==> config.mk <==
export PLATFORM = sky130hd
export DESIGN_NAME = level_priority_interrupt_controller_top
export DESIGN_NICKNAME = d
export VERILOG_FILES = /design/src/sv/lpic_pkg.sv /design/src/sv/lpic_ctrl.sv /design/src/sv/lpic_datapath.sv /design/src/sv/level_priority_interrupt_controller_top.sv
export SDC_FILE = /design/constraint.sdc
export NUM_CORES = 1
export LEC_CHECK = 0
export BUFFER_PORTS_ARGS = -buffer_cell sky130_fd_sc_hd__buf_2
export CAP_MARGIN = 15
export CORE_MARGIN = 3
export CORE_UTILIZATION = 25
export CTS_CLUSTER_SIZE = 20
export DETAILED_ROUTE_END_ITERATION = 6
export SETUP_SLACK_MARGIN = 0.15
export SYNTH_ARGS = -nofsm -noshare
export SYNTH_HDL_FRONTEND = slang
export SYNTH_SLANG_ARGS = --single-unit
==> constraint.sdc <==
create_clock -name clk_i -period 10.5 [get_ports clk_i]
set_clock_uncertainty 0.15 [all_clocks]
set_input_delay 1.05 -clock clk_i [delete_from_list [all_inputs] [get_ports clk_i]]
set_output_delay 1.05 -clock clk_i [all_outputs]
set_load 0.01 [all_outputs]
==> src/sv/lpic_pkg.sv <==
package lpic_pkg;

  // field widths
  localparam int unsigned BYTE_W     = 8;
  localparam int unsigned LEVEL_W    = 3;
  localparam int unsigned INDEX_W    = 5;
  localparam int unsigned FUNC_W     = 2;

  // control register layout
  localparam int unsigned REQ_BIT    = 3;
  localparam logic [BYTE_W-1:0] REQ_MASK   = 8'h08;

  // sources reduced together in the first search step
  localparam int unsigned GROUP_SIZE = 8;

  // item function codes
  localparam logic [FUNC_W-1:0] FN_READ  = 2'd0;
  localparam logic [FUNC_W-1:0] FN_WRITE = 2'd1;
  localparam logic [FUNC_W-1:0] FN_LINE  = 2'd2;
  localparam logic [FUNC_W-1:0] FN_ACK   = 2'd3;

  // commands from the controller to the datapath
  typedef struct packed {
    logic exec;   // apply the item and reduce each group
    logic merge;  // combine group results into the result registers
  } lpic_cmd_t;

endpackage

==> src/sv/lpic_ctrl.sv <==
module lpic_ctrl (
  input  logic              clk_i,
  input  logic              rst_ni,
  input  logic              in_valid_i,
  output logic              in_stall_o,
  output logic              out_valid_o,
  input  logic              out_stall_i,
  output lpic_pkg::lpic_cmd_t cmd_o
);
  import lpic_pkg::*;

  localparam logic [1:0] ST_IDLE  = 2'd0;
  localparam logic [1:0] ST_MERGE = 2'd1;
  localparam logic [1:0] ST_OUT   = 2'd2;

  logic [1:0] state_q, state_d;
  logic       in_accept;

  // take a new item when idle or when the waiting result leaves this cycle
  assign in_stall_o  = !((state_q == ST_IDLE) || ((state_q == ST_OUT) && !out_stall_i));
  assign in_accept   = in_valid_i && !in_stall_o;
  assign out_valid_o = (state_q == ST_OUT);

  // commands to the datapath
  always_comb begin
    cmd_o.exec  = in_accept;
    cmd_o.merge = (state_q == ST_MERGE);
  end

  // next state
  always_comb begin
    state_d = state_q;
    case (state_q)
      ST_IDLE: begin
        if (in_accept) state_d = ST_MERGE;
      end
      ST_MERGE: begin
        state_d = ST_OUT;
      end
      ST_OUT: begin
        if (!out_stall_i) state_d = in_accept ? ST_MERGE : ST_IDLE;
      end
      default: begin
        state_d = ST_IDLE;
      end
    endcase
  end

  // state register
  always_ff @(posedge clk_i or negedge rst_ni) begin
    if (!rst_ni) begin
      state_q <= ST_IDLE;
    end else begin
      state_q <= state_d;
    end
  end

endmodule

==> src/sv/lpic_datapath.sv <==
module lpic_datapath #(
  parameter int unsigned NUM_SOURCES = 32
) (
  input  logic                                  clk_i,
  input  logic                                  rst_ni,
  input  lpic_pkg::lpic_cmd_t                   cmd_i,
  input  logic [lpic_pkg::FUNC_W-1:0]           func_i,
  input  logic [lpic_pkg::INDEX_W-1:0]          source_index_i,
  input  logic [lpic_pkg::BYTE_W-1:0]           write_byte_i,
  input  logic                                  line_is_low_i,
  output logic [lpic_pkg::BYTE_W-1:0]           read_byte_o,
  output logic [lpic_pkg::LEVEL_W-1:0]          top_level_o,
  output logic                                  winner_valid_o,
  output logic [lpic_pkg::INDEX_W-1:0]          winner_index_o
);
  import lpic_pkg::*;

  localparam int unsigned IdxW      = $clog2(NUM_SOURCES);
  localparam int unsigned ExtW      = (IdxW > INDEX_W) ? IdxW : INDEX_W;
  localparam int unsigned NumGroups = (NUM_SOURCES + GROUP_SIZE - 1) / GROUP_SIZE;

  logic [BYTE_W-1:0]  ctrl_q [NUM_SOURCES];
  logic [BYTE_W-1:0]  view   [NUM_SOURCES];

  logic [ExtW-1:0]    addr_ext;
  logic [IdxW-1:0]    addr;
  logic               hit;
  logic [BYTE_W-1:0]  cur_byte;
  logic [BYTE_W-1:0]  new_byte;

  logic [LEVEL_W-1:0] grp_lvl_d [NumGroups];
  logic [IdxW-1:0]    grp_idx_d [NumGroups];
  logic [LEVEL_W-1:0] grp_lvl_q [NumGroups];
  logic [IdxW-1:0]    grp_idx_q [NumGroups];

  logic [LEVEL_W-1:0] best_lvl;
  logic [IdxW-1:0]    best_idx;
  logic [ExtW-1:0]    best_ext;

  logic [BYTE_W-1:0]  rd_q;
  logic [LEVEL_W-1:0] top_q;
  logic               wv_q;
  logic [INDEX_W-1:0] widx_q;

  // address decode, sources beyond the count are ignored
  assign addr_ext = ExtW'(source_index_i);
  assign addr     = addr_ext[IdxW-1:0];
  assign hit      = (32'(source_index_i) < NUM_SOURCES);
  assign cur_byte = hit ? ctrl_q[addr] : '0;

  // register update for the current item
  always_comb begin
    case (func_i)
      FN_READ:  new_byte = cur_byte;
      FN_WRITE: new_byte = write_byte_i | (cur_byte & REQ_MASK);
      FN_LINE:  new_byte = line_is_low_i ? (cur_byte | REQ_MASK) : cur_byte;
      FN_ACK:   new_byte = cur_byte & ~REQ_MASK;
      default:  new_byte = cur_byte;
    endcase
  end

  // register file as seen after this item
  always_comb begin
    for (int unsigned k = 0; k < NUM_SOURCES; k++) begin
      view[k] = (hit && (addr == IdxW'(k))) ? new_byte : ctrl_q[k];
    end
  end

  // first search step: best level and lowest index inside each group
  always_comb begin
    int unsigned k;
    for (int unsigned g = 0; g < NumGroups; g++) begin
      grp_lvl_d[g] = '0;
      grp_idx_d[g] = '0;
      for (int unsigned j = 0; j < GROUP_SIZE; j++) begin
        k = g * GROUP_SIZE + j;
        if (k < NUM_SOURCES) begin
          if (view[k][REQ_BIT] && (view[k][LEVEL_W-1:0] > grp_lvl_d[g])) begin
            grp_lvl_d[g] = view[k][LEVEL_W-1:0];
            grp_idx_d[g] = IdxW'(k);
          end
        end
      end
    end
  end

  // second search step: groups in ascending order, strict compare keeps lowest index
  always_comb begin
    best_lvl = '0;
    best_idx = '0;
    for (int unsigned g = 0; g < NumGroups; g++) begin
      if (grp_lvl_q[g] > best_lvl) begin
        best_lvl = grp_lvl_q[g];
        best_idx = grp_idx_q[g];
      end
    end
  end

  assign best_ext = ExtW'(best_idx);

  // control registers
  always_ff @(posedge clk_i or negedge rst_ni) begin
    if (!rst_ni) begin
      for (int unsigned k = 0; k < NUM_SOURCES; k++) begin
        ctrl_q[k] <= '0;
      end
    end else if (cmd_i.exec && hit) begin
      ctrl_q[addr] <= new_byte;
    end
  end

  // read data and group results
  always_ff @(posedge clk_i) begin
    if (cmd_i.exec) begin
      rd_q <= (hit && (func_i == FN_READ)) ? cur_byte : '0;
      for (int unsigned g = 0; g < NumGroups; g++) begin
        grp_lvl_q[g] <= grp_lvl_d[g];
        grp_idx_q[g] <= grp_idx_d[g];
      end
    end
  end

  // result registers
  always_ff @(posedge clk_i) begin
    if (cmd_i.merge) begin
      top_q  <= best_lvl;
      wv_q   <= (best_lvl != '0);
      widx_q <= best_ext[INDEX_W-1:0];
    end
  end

  assign read_byte_o    = rd_q;
  assign top_level_o    = top_q;
  assign winner_valid_o = wv_q;
  assign winner_index_o = widx_q;

endmodule

==> src/sv/level_priority_interrupt_controller_top.sv <==
// Level-priority interrupt controller: one 8-bit control register per source
// (level in bits 2..0, request flag in bit 3). Each item reads, writes, raises
// or acknowledges one source, and yields one result with the read byte and the
// current winner: the highest pending level above zero and the lowest source at
// that level. The accept cycle of an item updates the register and reduces the
// sources in groups of eight, the next cycle merges the group results into the
// output registers. The result then waits until taken; the next item is
// accepted in the cycle the result leaves. The control registers read zero
// after reset; the result registers are not reset.
module level_priority_interrupt_controller_top #(
  parameter int unsigned NUM_SOURCES = 32
) (
  input  logic                         clk_i,
  input  logic                         rst_ni,
  input  logic                         in_valid_i,
  output logic                         in_stall_o,
  input  logic [lpic_pkg::FUNC_W-1:0]  func_i,
  input  logic [lpic_pkg::INDEX_W-1:0] source_index_i,
  input  logic [lpic_pkg::BYTE_W-1:0]  write_byte_i,
  input  logic                         line_is_low_i,
  output logic                         out_valid_o,
  input  logic                         out_stall_i,
  output logic [lpic_pkg::BYTE_W-1:0]  read_byte_o,
  output logic [lpic_pkg::LEVEL_W-1:0] top_level_o,
  output logic                         winner_valid_o,
  output logic [lpic_pkg::INDEX_W-1:0] winner_index_o
);
  import lpic_pkg::*;

  lpic_cmd_t cmd;

  // handshake and sequencing
  lpic_ctrl u_ctrl (
    .clk_i       (clk_i),
    .rst_ni      (rst_ni),
    .in_valid_i  (in_valid_i),
    .in_stall_o  (in_stall_o),
    .out_valid_o (out_valid_o),
    .out_stall_i (out_stall_i),
    .cmd_o       (cmd)
  );

  // register file and priority search
  lpic_datapath #(
    .NUM_SOURCES (NUM_SOURCES)
  ) u_datapath (
    .clk_i          (clk_i),
    .rst_ni         (rst_ni),
    .cmd_i          (cmd),
    .func_i         (func_i),
    .source_index_i (source_index_i),
    .write_byte_i   (write_byte_i),
    .line_is_low_i  (line_is_low_i),
    .read_byte_o    (read_byte_o),
    .top_level_o    (top_level_o),
    .winner_valid_o (winner_valid_o),
    .winner_index_o (winner_index_o)
  );

`ifndef NO_ASSERTIONS
  // an accepted item passes through the merge state to a valid result
  a_result_latency: assert property (@(posedge clk_i) disable iff (!rst_ni)
    (in_valid_i && !in_stall_o) |-> ##2 out_valid_o)
    else $error("result not ready two cycles after accept");

  // no new item while a result is held back
  a_hold_blocks_input: assert property (@(posedge clk_i) disable iff (!rst_ni)
    (out_valid_o && out_stall_i) |-> in_stall_o)
    else $error("item accepted while result stalled");

  // winner flag agrees with the reported level
  a_winner_consistent: assert property (@(posedge clk_i) disable iff (!rst_ni)
    out_valid_o |-> (winner_valid_o == (top_level_o != '0)))
    else $error("winner flag and level disagree");

  // no winner means index zero
  a_no_winner_index: assert property (@(posedge clk_i) disable iff (!rst_ni)
    (out_valid_o && !winner_valid_o) |-> (winner_index_o == '0))
    else $error("index set without a winner");
`endif

endmodule
After elaboration in Yosys (flattened, before gate mapping) --
Memory sizes are Yosys's and may differ from the RTL's. Index checks and enable logic that the tools add are counted.
Storage, ports and cells: register bits after elaboration 275, bits in latches 0, RAM bits 32, memory bits (read-only) 0, bits of input ports 20, logic and storage cells 277, memories kept 2
Memories:
- u_datapath.grp_idx_q | words 4, bits a word 5, rd ports 4, clocked after memory_dff 0, write ports 4, RTL line lpic_datapath.sv:34 | logic [IdxW-1:0] grp_idx_q [NumGroups];
- u_datapath.grp_lvl_q | words 4, bits a word 3, rd ports 4, clocked after memory_dff 0, write ports 4, RTL line lpic_datapath.sv:33 | logic [LEVEL_W-1:0] grp_lvl_q [NumGroups];
Cells by class: add/subtract/negate cells 0, multipliers 0, divide/modulo/power cells 0, $lt $le $gt $ge 38, equal/unequal tests 38, shifts and indexed selects 0, mux-type cells 117, bitwise gates (word level) 2, reductions and logical operators 43
Operators by type and width (number):
- bitwise mux 256 bit | 1
- two-way mux 5 bit | 33
- two-way mux 4 bit | 34
- two-way mux 3 bit | 36
- > comparator 3 bit | 31
- equality test 5 bit (second input constant) | 16
- binary-select mux 8 bit (select 5 bit) | 1
- demux 8 bit (select 5 bit) | 1
- equality test 5 x 4 -> 1 bit (second input constant) | 8
- logical AND 1 bit | 35
- case mux 8 bit (4 select lines) | 1
- two-way mux 8 bit | 3
- equality test 5 x 3 -> 1 bit (second input constant) | 4
- > comparator 3 x 1 -> 1 bit (second input constant) | 5
- equality test 5 x 2 -> 1 bit (second input constant) | 2
- bitwise OR 8 x 4 -> 8 bit | 1
- equality test 2 bit (second input constant) | 3
- >= comparator 6 bit (second input constant) | 1
- less-than comparator 6 x 1 -> 1 bit (second input constant) | 1
- inverter 5 -> 6 bit | 1
- case mux 2 bit (3 select lines) | 1
- equality test 5 x 1 -> 1 bit (second input constant) | 1
- logical NOT 5 bit | 1
- equality test 2 x 1 -> 1 bit (second input constant) | 2
- 9 further kinds | 15

Longest topological paths before layout --
word-level depth 31, mapped depth 67, mapped depth without buffers 62

Cells and area by module --
Synthesis repeated with hierarchy kept, for this count alone.
Unflattened totals: cell total of the unflattened synthesis 1862, area total of the unflattened synthesis 19155.9 um^2
Modules (own cells, without submodules):
- lpic_datapath | times used 1, cells an instance 1850, area an instance 19040.8 um^2, seq. area each 7727.4 um^2
- lpic_ctrl | times used 1, cells an instance 12, area an instance 115.1 um^2, seq. area each 50.0 um^2

Least setup slack after synthesis --
OpenSTA, ideal clock, no wires.
kind input to register, start input port source_index_i[1] (netlist name), end memory u_datapath.grp_lvl_q[2][2] (data pin), arrival 12144 ps, path slack -2054 ps, stages on the path 56, path through buf_4 -> buf_6 -> buf_2 -> mux4_2 -> mux4_2 -> mux2_2 -> mux2_2 -> nand2_1 -> nor2_1 -> a31oi_1 -> ha_1 -> o21ai_0 -> inv_1 -> o21ai_0 -> or2_0 -> nor2_1 -> a21oi_1 -> inv_1 -> (+20 left out) -> nand2_1 -> nand2b_1 -> maj3_2 -> a21oi_2 -> mux2i_1 -> inv_1 -> ha_1 -> inv_1 -> a21o_1 -> a21oi_1 -> a311oi_1 -> mux2_2 -> ha_1 -> a21o_1 -> a21oi_1 -> a311oi_1 -> nor2_1 -> a221o_1
RTL lines:
- start, declared | RTL line level_priority_interrupt_controller_top.sv:18 | input logic [lpic_pkg::INDEX_W-1:0] source_index_i,
- end, declared | RTL line lpic_datapath.sv:33

==> impl.org <==
** Run status
- Status :: finished with violations
- The checks that failed: setup timing.

** Setup path
- Critical register-to-register path startpoint :: u_datapath.ctrl_q[130]
- For the worst setup path, the data required time is approximately 11 ns.
- Worst-path fanout max :: 5
- Most frequent cell on the critical path :: sky130_fd_sc_hd__buf_6
- Endpoint of the lowest-slack register-to-register path :: u_datapath.grp_idx_q[3][3]
- Kind of critical path :: in2reg
- For this run, the slowest stage of the critical path takes between 0.5 and 0.6 ns.
- The largest individual stage delay along the critical path comes from the cell sky130_fd_sc_hd__mux4_2.
- Count of buffering cells on the critical path with inverters included :: 15
- Crit path depth :: between 50 and 60
- End point of the critical path :: u_datapath.grp_idx_q[3][3]
- R2R Setup Slk :: -0.62 ns
- STA classifies the critical path startpoint as an input pin.
- Counting cells, the worst reg-to-reg path comes to 53.
- Data arrives at the worst endpoint at 11.43 ns.
- Broken down by cell family, the worst path's largest delay share belongs to multiplexers.
- Endpoint class of the critical path :: flip-flop
- Tracing the worst setup path back leads to its startpoint at source_index_i[0].

** Cells and area
- Leaving out fill and tap cells, the most frequent cell in the layout is sky130_fd_sc_hd__buf_4.
- Final Core Density :: a little over a third
- Post-route standard cell area excluding fillers :: 27400 µm²
- Final net count :: roughly 2500
- Compared with the post-synthesis result, the final layout area differs by 43.9%.
- Share of post-route cells with drive strength above 1 :: between 40% and 50%
- The top cell types in the final layout, fill and taps aside, are 469 x sky130_fd_sc_hd__buf_4, 258 x sky130_fd_sc_hd__dfrtp_1, 216 x sky130_fd_sc_hd__nand2_1.

** Timing
- Worst-Margin Slew :: around 1.0 ns
- The final number of hold-violating endpoints was 0.
- Max-slew violation count :: 0
- Counting I/O delays and the setup requirement, the final critical path takes between 10 and 15 ns.
- Setup ws final :: -0.844 ns
- Post-route clock period utilization :: 108%
- Sum of negative setup slack :: -17.96 ns
- Max transition margin :: between 30% and 40%
- Setup repair after global routing could not meet its margin everywhere.
- For this run, the top clock speed supported by timing is roughly 0.088 GHz.
- Setup violations, final :: 27

** Global routing
- Entering global routing, the biggest net connects between 100 and 150 pins.
- Via count of the first global-routing pass :: ~18000
- The total overflow left after global routing is 0.
- The first global-routing pass estimated 101 mm of wire.
- Overall Global Routing Usage :: approximately 16%
- Initial antenna violation count :: 1

** CTS
- CTS Root Cell :: sky130_fd_sc_hd__clkbuf_16
- Clk_lat worst skew :: ~0.54 ns
- The clock passes through at most 3 buffers.
- TritonCTS buffer count :: 35
- CTS H-Tree Depth :: 2
- Clock transition at the registers of the reported paths :: around 0.06 ns
- Clock tree from TritonCTS :: built
- For this design, the sink count on the clock tree is ~300.

** Die
- The core region is 74900 µm².
- Initial Util :: ~25%
- The initialized floorplan defines 100 standard-cell rows.
- Die X :: 282 µm
- The floorplan step defined a die boundary enclosing between 70000 and 80000 µm².
- Die Height :: ~280 µm
- # IOs :: 39

** Drt
- Number of vias in the routed layout :: ~17000
- M1 WL :: 28.7 mm
- Detailed-route vias per instance :: ~5.1
- In the routed design, unresolved DRC markers number 0.
- Met2 Wirelength :: 31.6 mm
- Number of nets with antenna violations after routing :: 0
- Routed wire length :: 67.0 mm
- After detailed routing, the average wire length per cell comes to 20.0 µm.
- Highest signal layer in the routed design :: met4
- Number of iterations in the first detailed-routing pass :: 5
- For this block, the initial DRC count from the detailed router was around 1300.
- Sum of met3 wire segment lengths after detailed routing :: approximately 4.7 mm

** Worst hold path
- The path class of the tightest hold or removal check is reg2reg.

** Place
- Summing all placed instances gives a cell area of around 23000 µm².
- Global placer's final weighted congestion :: between 0.9 and 1
- Post-detail-place hpwl :: 46.3 mm
- Count of buffers inserted at the top-level ports :: 38

** Logic synthesis
- Yosys mapped the design onto 96 distinct sky130hd cell types.
- Total number of yosys warnings :: 0
- Synthesized area divided by synthesized cell count :: a little over 10 µm²
- Count of flip-flops with a built-in enable after synthesis :: 44
- In the synthesized netlist the dominant register cell turns out to be sky130_fd_sc_hd__dfrtp_1.
- In the synthesized netlist, the number of instances is around 1800.
- The mapped netlist covers approximately 19000 µm².
- For this run, asynchronously set or reset flops after synthesis account for a little under nine tenths.
- Counting flops and latches in the post-synthesis netlist gives between 300 and 400.
- The share of the Yosys chip area taken by registers is about two fifths.
- Syn Nets :: about 1900

** Pwr
- Sequential group share of total power :: 31.3%
- Leakage power total :: between 10 and 15 nW
- For this design the ratio of total power to cell area is ~180 nW/µm².
- Net switching is 34.8% of the power.
- The share of total power dissipated in the clock network is between 20% and 30%.
- Per report_power, the combinational group accounts for roughly 43% of the total.
- Cell internal power was estimated by the tool at 3.21 mW.
- Maximum ir drop on the vdd rail :: ~140 µV
- Summed over all nets, the switching power comes to roughly 1.7 mW.

** Run
- The tool flagged a number of max-cap violations equal to 0.
## power by group through the flow
stage	combinational, mW	clock [mW]	sequential [mW]
global placement	1.66	0	1.55
detailed placement	1.73	0	1.56
global route	2.31	1.32	1.56
CTS	1.96	1.27	1.54
finish	2.14	1.25	1.54
floorplan	1.08	0	1.51
## metal layers
metal	vias to the layer above	global-route usage, %
met5	-	0
li1	7828	-
met3	140	3.09
met4	0	4.84
met1	8636	21.5
met2	604	26.9
## per-stage QoR
stage	setup WS, ns	hold WS, ns	power (mW)	std cells
3_3_place_gp	-1.54	0.330	3.21	3110
5_1_grt	-1.23	0.358	5.19	3358
4_1_cts	-0.705	0.351	4.77	3318
3_5_place_dp	-1.91	0.338	3.29	3110
6_report	-0.844	0.350	4.93	3358
2_1_floorplan	-0.917	0.308	2.59	1846
## what timing repair did
item / 4_1_cts / 5_1_grt
buffers inserted: 145 / 38
gates cloned: 2 / 1
endpoints found under the setup margin: 27 / 27
pin swaps: 59 / 82
hold buffers: 0 / 0
resized for setup: 153 / 145
## synthesized netlist by cell type (12+ instances only)
master	number	area share, %
sky130_fd_sc_hd__clkbuf_1	77	1.5
sky130_fd_sc_hd__mux2i_1	83	4.4
sky130_fd_sc_hd__inv_1	68	1.3
sky130_fd_sc_hd__ha_1	74	4.9
sky130_fd_sc_hd__edfxtp_1	44	6.9
sky130_fd_sc_hd__o22ai_1	14	0.46
sky130_fd_sc_hd__mux4_2	60	7.1
sky130_fd_sc_hd__nor3_1	16	0.42
sky130_fd_sc_hd__nor2b_1	25	0.82
sky130_fd_sc_hd__nor2_1	125	2.5
sky130_fd_sc_hd__buf_2	13	0.34
sky130_fd_sc_hd__nand3_1	34	0.89
sky130_fd_sc_hd__o21ai_0	161	4.2
sky130_fd_sc_hd__a31oi_1	24	0.79
sky130_fd_sc_hd__a21o_1	23	0.91
sky130_fd_sc_hd__o21a_1	12	0.47
sky130_fd_sc_hd__o21ai_1	18	0.47
sky130_fd_sc_hd__nand2_1	226	4.4
sky130_fd_sc_hd__dfrtp_1	258	34
sky130_fd_sc_hd__mux2_2	196	12
sky130_fd_sc_hd__a21oi_1	70	1.8
sky130_fd_sc_hd__nand2b_1	15	0.49
## kinds of logic after synthesis
family | share of synthesized area, %
XOR/XNOR | 0.138
buffers and inverters | 3.75
AND/OR/NAND/NOR | 12.3
adder cells (fa/ha/maj) | 4.97
multiplexers | 23.7
AO/OA/AOI/OAI | 14.4
flip-flops | 40.8
## worst min-delay path by stage
stage,from,end,slack [ns],cells past startpoint
after floorplan,u_datapath.ctrl_q[169],u_datapath.ctrl_q[169],0.31,2
after global placement,u_datapath.ctrl_q[111],u_datapath.ctrl_q[111],0.33,1
after detailed placement,u_datapath.ctrl_q[205],u_datapath.ctrl_q[205],0.34,1
after CTS,u_datapath.ctrl_q[205],u_datapath.ctrl_q[205],0.35,1
after global routing,u_datapath.ctrl_q[100],u_datapath.ctrl_q[100],0.36,1
final,u_datapath.ctrl_q[236],u_datapath.ctrl_q[236],0.35,1
## state kept, by name, indices dropped and copies added, names as in the netlist
signal,flops
u_ctrl.state_q,2
u_datapath.ctrl_q,256
u_datapath.grp_idx_q,15
u_datapath.grp_lvl_q,12
u_datapath.read_byte_o,8
u_datapath.top_level_o,3
u_datapath.winner_index_o,5
u_datapath.winner_valid_o,1
## cell type report
cell class	instances	area (µm²)
clock buffer	45	975
fill	7146	47500
tap	969	1210
sequential	302	7780
antenna	1	2.50
clock inverter	16	185
multi-input combinational	1370	12300
inverter	68	255
timing repair buffer	587	4780
Power figures use the tool's default switching activity.
